## src/hdl/cecfbt_pkg.sv

```systemverilog
package cecfbt_pkg;

    typedef enum logic [2:0] {
        FN_LOAD,
        FN_REQUEST,
        FN_START,
        FN_NEXT_BIT,
        FN_ECHO,
        FN_ACK,
        FN_FINISH_ABORT,
        FN_HALT
    } func_t;

    typedef enum logic [2:0] {
        PH_IDLE,
        PH_FAILED,
        PH_PEND,
        PH_AGAIN,
        PH_DATA,
        PH_ACK,
        PH_WAIT_ACK
    } phase_t;

    localparam logic [2:0] CFG_MAX_RETRIES  = 3'd0;
    localparam logic [2:0] CFG_RETRY_WAIT   = 3'd1;
    localparam logic [2:0] CFG_PRESENT_WAIT = 3'd2;
    localparam logic [2:0] CFG_NEW_WAIT     = 3'd3;
    localparam logic [2:0] CFG_ECHO_DELAY   = 3'd4;

    localparam logic [3:0] MAX_RETRIES_RST  = 4'd5;
    localparam logic [3:0] RETRY_WAIT_RST   = 4'd3;
    localparam logic [3:0] PRESENT_WAIT_RST = 4'd7;
    localparam logic [3:0] NEW_WAIT_RST     = 4'd5;
    localparam logic       ECHO_DELAY_RST   = 1'b1;

    localparam logic [7:0] TOP_BIT = 8'h80;

    typedef struct packed {
        func_t      func;
        logic [3:0] byte_index;
        logic [7:0] byte_value;
        logic [3:0] end_index;
        logic       echo_bit;
        logic       ack_seen;
    } evt_t;

    typedef struct packed {
        logic       tx_bit;
        phase_t     status;
        logic       abort_request;
        logic [3:0] idle_wait;
        logic [3:0] retry_count;
    } res_t;

    typedef struct packed {
        logic       valid;
        logic [2:0] index;
        logic [3:0] data;
    } cfg_wr_t;

endpackage

```

## src/hdl/cecfbt_frame_buf.sv

```systemverilog
module cecfbt_frame_buf
    import cecfbt_pkg::*;
#(
    parameter int BUF_DEPTH = 16
)
(
    input  logic       clk,
    input  logic       wr_en,
    input  logic [3:0] wr_index,
    input  logic [7:0] wr_data,
    input  logic [3:0] rd_pos,
    output logic [7:0] rd_data
);

    // only sixteen positions are reachable through a 4-bit index
    localparam int STORE_DEPTH = (BUF_DEPTH < 16) ? BUF_DEPTH : 16;
    localparam int AW          = $clog2(STORE_DEPTH);

    logic [7:0] store_reg [STORE_DEPTH];
    logic       wr_hit;
    logic       rd_hit;

    assign wr_hit = wr_en && (32'(wr_index) < BUF_DEPTH);
    assign rd_hit = 32'(rd_pos) < BUF_DEPTH;

    always_ff @(posedge clk)
    begin
        if (wr_hit)
        begin
            store_reg[wr_index[AW-1:0]] <= wr_data;
        end
    end

    always_comb
    begin
        rd_data = rd_hit ? store_reg[rd_pos[AW-1:0]] : 8'h00;
    end

endmodule

```

## src/hdl/cecfbt_engine.sv

```systemverilog
module cecfbt_engine
    import cecfbt_pkg::*;
(
    input  logic       clk,
    input  logic       rst_n,
    input  cfg_wr_t    cfg,
    input  logic       fire,
    input  evt_t       evt,
    input  logic [7:0] rd_data,
    output logic [3:0] rd_pos,
    output res_t       result
);

    logic [3:0] max_retries_reg;
    logic [3:0] retry_wait_reg;
    logic [3:0] present_wait_reg;
    logic       echo_delay_reg;

    logic [3:0] last_index_reg,   last_index_next;
    logic [3:0] byte_pos_reg,     byte_pos_next;
    logic [7:0] bit_mask_reg,     bit_mask_next;
    phase_t     phase_reg,        phase_next;
    logic [3:0] retries_reg,      retries_next;
    logic [1:0] sent_history_reg, sent_history_next;
    logic [3:0] wait_periods_reg, wait_periods_next;

    logic       tx;
    logic       abort_req;
    logic       sending;
    logic       bit_out;
    logic       last;
    logic       echo_ref;

    assign rd_pos = byte_pos_reg;

    always_comb
    begin
        last_index_next   = last_index_reg;
        byte_pos_next     = byte_pos_reg;
        bit_mask_next     = bit_mask_reg;
        phase_next        = phase_reg;
        retries_next      = retries_reg;
        sent_history_next = sent_history_reg;
        wait_periods_next = wait_periods_reg;
        tx                = 1'b0;
        abort_req         = 1'b0;
        bit_out           = 1'b0;
        sending           = phase_reg inside {PH_DATA, PH_ACK, PH_WAIT_ACK};
        last              = byte_pos_reg == last_index_reg;
        echo_ref          = echo_delay_reg ? sent_history_reg[1] : sent_history_reg[0];

        case (evt.func)
            FN_LOAD:
            begin
            end
            FN_REQUEST:
            begin
                if (!sending)
                begin
                    last_index_next = evt.end_index;
                    phase_next      = PH_PEND;
                end
            end
            FN_START:
            begin
                if (phase_reg == PH_PEND)
                begin
                    retries_next = 4'd0;
                end
                bit_mask_next = TOP_BIT;
                byte_pos_next = 4'd0;
                phase_next    = PH_DATA;
            end
            FN_NEXT_BIT:
            begin
                if (sending)
                begin
                    if (bit_mask_reg != 8'h00)
                    begin
                        bit_out       = |(rd_data & bit_mask_reg);
                        bit_mask_next = bit_mask_reg >> 1;
                    end
                    else if (phase_reg == PH_DATA)
                    begin
                        // eom, never set for a ping
                        bit_out    = last && (last_index_reg != 4'd0);
                        phase_next = PH_ACK;
                    end
                    else
                    begin
                        bit_out = 1'b1;
                        if (last)
                        begin
                            phase_next = PH_WAIT_ACK;
                        end
                        else
                        begin
                            bit_mask_next = TOP_BIT;
                            byte_pos_next = byte_pos_reg + 4'd1;
                            phase_next    = PH_DATA;
                        end
                        wait_periods_next = present_wait_reg;
                    end
                    sent_history_next = {sent_history_reg[0], bit_out};
                    tx                = bit_out;
                end
                else
                begin
                    tx = 1'b1;
                end
            end
            FN_ECHO:
            begin
                abort_req = sending && (evt.echo_bit != echo_ref);
            end
            FN_ACK:
            begin
                if (evt.ack_seen)
                begin
                    if (phase_reg == PH_WAIT_ACK)
                    begin
                        phase_next = PH_IDLE;
                    end
                end
                else
                begin
                    abort_req = sending;
                end
            end
            FN_FINISH_ABORT:
            begin
                retries_next = retries_reg + 4'd1;
                if (retries_next == max_retries_reg)
                begin
                    phase_next = PH_FAILED;
                end
                else
                begin
                    wait_periods_next = retry_wait_reg;
                    phase_next        = PH_AGAIN;
                end
            end
            default:
            begin
                phase_next = PH_IDLE;
            end
        endcase

        result.tx_bit        = tx;
        result.status        = phase_next;
        result.abort_request = abort_req;
        result.idle_wait     = wait_periods_next;
        result.retry_count   = retries_next;
    end

    always_ff @(posedge clk or negedge rst_n)
    begin
        if (!rst_n)
        begin
            max_retries_reg  <= MAX_RETRIES_RST;
            retry_wait_reg   <= RETRY_WAIT_RST;
            present_wait_reg <= PRESENT_WAIT_RST;
            echo_delay_reg   <= ECHO_DELAY_RST;
        end
        else if (cfg.valid)
        begin
            case (cfg.index)
                CFG_MAX_RETRIES:  max_retries_reg  <= cfg.data;
                CFG_RETRY_WAIT:   retry_wait_reg   <= cfg.data;
                CFG_PRESENT_WAIT: present_wait_reg <= cfg.data;
                CFG_NEW_WAIT:
                begin
                    // new_wait writes are ignored; the value after reset is fixed at NEW_WAIT_RST
                end
                CFG_ECHO_DELAY:   echo_delay_reg   <= cfg.data[0];
                default:
                begin
                end
            endcase
        end
    end

    always_ff @(posedge clk or negedge rst_n)
    begin
        if (!rst_n)
        begin
            last_index_reg   <= 4'd0;
            byte_pos_reg     <= 4'd0;
            bit_mask_reg     <= 8'h00;
            phase_reg        <= PH_IDLE;
            retries_reg      <= 4'd0;
            sent_history_reg <= 2'd0;
            wait_periods_reg <= NEW_WAIT_RST;
        end
        else if (fire)
        begin
            last_index_reg   <= last_index_next;
            byte_pos_reg     <= byte_pos_next;
            bit_mask_reg     <= bit_mask_next;
            phase_reg        <= phase_next;
            retries_reg      <= retries_next;
            sent_history_reg <= sent_history_next;
            wait_periods_reg <= wait_periods_next;
        end
    end

endmodule

```

## src/hdl/cec_frame_bit_transmitter.sv

```systemverilog
// CEC frame bit transmitter. One request per clock while the output side is
// not stalled: each request is one event (load byte, request, start, next bit,
// echo, ack, finish abort, halt) and produces exactly one result. The request
// is held in the input register, and its result enters the output register
// once the output side is not stalled. Each event takes a single registered
// pass from the input register through the event logic to the output
// register; the frame buffer is a flip-flop array read at
// the current byte position in that same pass and holds whatever was loaded,
// with no clearing after reset. Configuration writes are taken at any time and
// are meant to be made while no request is in flight.
module cec_frame_bit_transmitter
    import cecfbt_pkg::*;
#(
    parameter int BUF_DEPTH = 16
)
(
    input  logic        clk,
    input  logic        rst_n,
    input  logic        s_tvalid,
    output logic        s_tready,
    input  logic [23:0] s_tdata,   // byte_index, byte_value, end_index, echo_bit, ack_seen
    input  logic [2:0]  s_tuser,   // func
    output logic        m_tvalid,
    input  logic        m_tready,
    output logic [15:0] m_tdata,   // tx_bit, status, abort_request, idle_wait, retry_count
    input  logic        cfg_valid,
    output logic        cfg_ready,
    input  logic [2:0]  cfg_index,
    input  logic [3:0]  cfg_data
);

    logic       in_valid_reg;
    evt_t       in_evt_reg;
    logic       out_valid_reg;
    res_t       out_res_reg;
    logic       fire;
    res_t       result;
    cfg_wr_t    cfg;
    logic [3:0] rd_pos;
    logic [7:0] rd_data;

    assign fire      = in_valid_reg && (!out_valid_reg || m_tready);
    assign s_tready  = !in_valid_reg || fire;
    assign cfg_ready = 1'b1;

    assign cfg.valid = cfg_valid;
    assign cfg.index = cfg_index;
    assign cfg.data  = cfg_data;

    always_ff @(posedge clk or negedge rst_n)
    begin
        if (!rst_n)
        begin
            in_valid_reg  <= 1'b0;
            out_valid_reg <= 1'b0;
        end
        else
        begin
            if (s_tready)
            begin
                in_valid_reg <= s_tvalid;
            end
            if (fire)
            begin
                out_valid_reg <= 1'b1;
            end
            else if (m_tready)
            begin
                out_valid_reg <= 1'b0;
            end
        end
    end

    always_ff @(posedge clk)
    begin
        if (s_tready && s_tvalid)
        begin
            in_evt_reg.func       <= func_t'(s_tuser);
            in_evt_reg.byte_index <= s_tdata[3:0];
            in_evt_reg.byte_value <= s_tdata[11:4];
            in_evt_reg.end_index  <= s_tdata[15:12];
            in_evt_reg.echo_bit   <= s_tdata[16];
            in_evt_reg.ack_seen   <= s_tdata[17];
        end
        if (fire)
        begin
            out_res_reg <= result;
        end
    end

    cecfbt_frame_buf #(
        .BUF_DEPTH (BUF_DEPTH)
    ) u_frame_buf (
        .clk      (clk),
        .wr_en    (fire && (in_evt_reg.func == FN_LOAD)),
        .wr_index (in_evt_reg.byte_index),
        .wr_data  (in_evt_reg.byte_value),
        .rd_pos   (rd_pos),
        .rd_data  (rd_data)
    );

    cecfbt_engine u_engine (
        .clk     (clk),
        .rst_n   (rst_n),
        .cfg     (cfg),
        .fire    (fire),
        .evt     (in_evt_reg),
        .rd_data (rd_data),
        .rd_pos  (rd_pos),
        .result  (result)
    );

    assign m_tvalid = out_valid_reg;
    assign m_tdata  = {3'b000,
                       out_res_reg.retry_count,
                       out_res_reg.idle_wait,
                       out_res_reg.abort_request,
                       out_res_reg.status,
                       out_res_reg.tx_bit};

endmodule

```

## config.mk

```make
export PLATFORM = sky130hd
export DESIGN_NAME = cec_frame_bit_transmitter
export DESIGN_NICKNAME = d
export VERILOG_FILES = /design/src/hdl/cecfbt_pkg.sv /design/src/hdl/cecfbt_frame_buf.sv /design/src/hdl/cecfbt_engine.sv /design/src/hdl/cec_frame_bit_transmitter.sv
export SDC_FILE = /design/constraint.sdc
export NUM_CORES = 1
export LEC_CHECK = 0
export BUFFER_PORTS_ARGS = -buffer_cell sky130_fd_sc_hd__buf_2
export CORE_UTILIZATION = 30
export CTS_CLUSTER_DIAMETER = 120
export CTS_CLUSTER_SIZE = 20
export DETAILED_ROUTE_END_ITERATION = 8
export GPL_TIMING_DRIVEN = 0
export HOLD_SLACK_MARGIN = 0.05
export MAX_ROUTING_LAYER = met4
export PLACE_DENSITY = 0.49
export SLEW_MARGIN = 20
export SYNTH_ARGS = -nofsm -noshare
export SYNTH_HDL_FRONTEND = slang
export SYNTH_SLANG_ARGS = --single-unit
```

## constraint.sdc

```tcl
create_clock -name clk -period 4.6 [get_ports clk]
set_clock_uncertainty 0.05 [all_clocks]
set_input_delay 0.69 -clock clk [delete_from_list [all_inputs] [get_ports clk]]
set_output_delay 0.69 -clock clk [all_outputs]
set_load 0.005 [all_outputs]
```

==> impl_metrics.toml <==
[logic_synthesis]
synth_edf_count = 162
synth_cells = 558
synth_ff_type = "edfxtp_1"
synthesis.area_mm2 = 0.00857
ys_ff_latch = 206
ys_seq_area_share_pct = 69.8
async_flop_share_pct = 21.4
yosys_warnings = 0
avgSynthCellArea_um2 = 15.4
ys_types = 59

[place]
place_area_mm2 = 0.00932
place.gp.congestion = 0.850
io_buffers = 47
dp_worst_setup_slack_ps = 708
place_hpwl_um = 13400

[timing]
final.period_utilization_pct = 79.5
max_freq_ghz = 0.273
slew_headroom_pct = 33.5
setup_viol = 0
tns_ps = 0
hold_slack_ps = 143
rsz0062_at_grt = "no"
setup_ws_ps = 941
tightest_slew_ps = 994
hold_viol_final = 0
slew_viol_final = 0
min_period_ps = 3660

[floorplanning]
die_h_um = 171
io_pins = 58
die_x_um = 171
rows = 61
core_mm2 = 0.0279
initial_utilization_pct = 30.7
fp.dieArea_mm2 = 0.0292

[clock_tree]
cts_hold_buffers = 0
cts_root_buf = "clkbuf_16"
clkTransAtPathRegs_ps = 80
htreeDepth = 1
cts_resized = 0
numClockSinks = 206
postCtsSetupRepairBufs = 0
clk_latency_ps = 490
cts_made_buffers = 14
clk_path_buf_depth = 3
tritoncts = "built"

[worst_setup_path]
slowest_stage = "clkbuf_1"
r2r_start = "u_engine.rd_pos[1]"
criticalPathCategory = "reg2reg"
cp.required_ps = 4740
crit_chain = "buf_2 > clkbuf_1 > nand2_1 > o22ai_1 > nor2_1 > or4_1 > nor4_2 > a21oi_1"
critPathCaptureType = "register"
timing.rr.end = "m_tdata[0]"
rr_worst_depth = 8
arrival_ps = 3800
reg2reg_slack_ps = 940
critPathMaxStageDelay_ps = 720
crit_end = "m_tdata[0]"
critPathMaxFanout = 10
critPathLaunchType = "register"
setup.worst_path.start = "u_engine.rd_pos[1]"

[drt]
drcViolationCount = 0
wirelength_um = 19300
vias_per_cell = 4.87
dr_total_vias = 4932
drtAntennaViolNets = 0
drtIter0Drc = 350
dr.pass1.iters = 7
route.detailed.wl_per_inst_um = 19.1

[final_layout]
fillers = 2723
nNetsFinal = 666
largest_reg_flops = 128
area_growth_pct = 13.7
design_area_mm2 = 0.00974
drive_gt1_share_pct = 19.1

[grt]
grtUsageTotal_pct = 13.8
grt_overflow = 0
antenna_found_initial = 1
grt_max_degree = 45
grt_pass1_wl_um = 29400
grt_pass1_vias = 4971

[pwr]
peakVddDrop_mv = 0.216
total_power_w = 0.00406
p_leak_nw = 3.29
powerDensity_mw_per_mm2 = 417

[worst_hold_path]
hp-class = "in2async"

[job]
max_cap_violations = 0

[run_status]
status = "complete, no violations"
## worst max-delay path: cells and delay by family (launching register included)
kind	cells	cell delay, ps
simple gates	4	1390
compound gates	2	490
flops	1	390
buf+inv	2	1030
## cell usage in the layout (no fill, tap or decap), drive strengths merged, types with 3 or more instances in the layout
cell       n
o21ai     24
conb       4
and3       4
nor4       5
and2       5
dfstp     10
inv       10
nand4      9
nand3     11
mux4      19
nand2b    12
a21oi     11
o211ai     3
mux2i     21
xor2       4
a31oi      4
dfrtp     34
o2bb2ai    4
nand2     54
nor2b      9
nor3       8
mux2      31
xnor2      7
edfxtp   162
clkbuf    35
nand3b     4
nor3b      4
nor2      25
a22oi      7
buf       61
## cells in the mapped netlist, drive strengths merged, types with 8 or more instances
master	number	share of area (%)
a21oi	11	0.64
buf	12	0.93
clkbuf	14	0.61
dfrtp	34	9.9
dfstp	10	3.1
edfxtp	162	57
inv	8	0.35
mux2	31	4.1
mux2i	21	2.5
mux4	19	5.2
nand2	54	2.4
nand2b	12	0.88
nand3	11	0.64
nand4	9	0.66
nor2	25	1.1
nor2b	9	0.66
nor3	8	0.47
o21ai	24	1.4
## logic make-up after synthesis
kind of cell	Yosys count	synth area share [%]
adders and majority gates	2	0.292
other	2	0.0876
DFF	206	69.8
AOI/OAI and AO/OA	77	5.94
buffers and inverters	34	1.90
and+or+nand+nor	154	8.92
xor gates and xnor gates	12	1.39
muxes	71	11.7
## layer usage
layer  up-vias  GRT usage [%]  wire length [um]
li1       2275              -                 -
met5         -              -                 0
met3        36           2.11               819
met4         0           3.84               475
met2       125           22.6              9400
met1      2496           17.9              8590
## through the flow
step	instances	utilization, %
after floorplan	560	-
after CTS	1011	34.8
after detailed placement	987	33.4
after global routing	1012	34.9
final	1012	34.9
after global placement	985	33.2
## area by class of cell
class | instances | area, um2 | area share (%)
Antenna cell | 1 | 2.50 | 0.0257
Buffer | 26 | 134 | 1.37
Clock buffer | 21 | 377 | 3.87
Clock inverter | 3 | 33.8 | 0.347
Inverter | 8 | 30.0 | 0.308
Multi-Input combinational cell | 320 | 2460 | 25.3
Sequential cell | 206 | 5980 | 61.4
Tap cell | 378 | 473 | 4.85
Timing Repair Buffer | 49 | 253 | 2.59
## where the power goes
| group | leakage, nW | switching, W | total [W] | internal (W) |
|---|---|---|---|---|
| clock network | 0.198 | 0.000620 | 0.00120 | 0.000584 |
| registers | 2.02 | 0.000113 | 0.00229 | 0.00218 |
| logic | 1.07 | 0.000305 | 0.000570 | 0.000265 |
| total | 3.29 | 0.00104 | 0.00406 | 0.00303 |
## how the worst min path moves through the flow
| stage | start | to | slack (ps) | depth (start not counted) |
|---|---|---|---|---|
| 2_1_floorplan | rst_n | in_valid_reg | 340 | 0 |
| 3_3_place_gp | in_evt_reg[5] | u_engine.last_index_reg[3] | 410 | 1 |
| 3_5_place_dp | in_evt_reg[2] | u_engine.last_index_reg[0] | 400 | 1 |
| 4_1_cts | s_tdata[2] | in_evt_reg[16] | 300 | 1 |
| 5_1_grt | rst_n | u_engine.sent_history_reg[0] | 170 | 1 |
| 6_report | rst_n | u_engine.sent_history_reg[0] | 140 | 1 |
No activity file was read; power rests on OpenSTA's default activity.
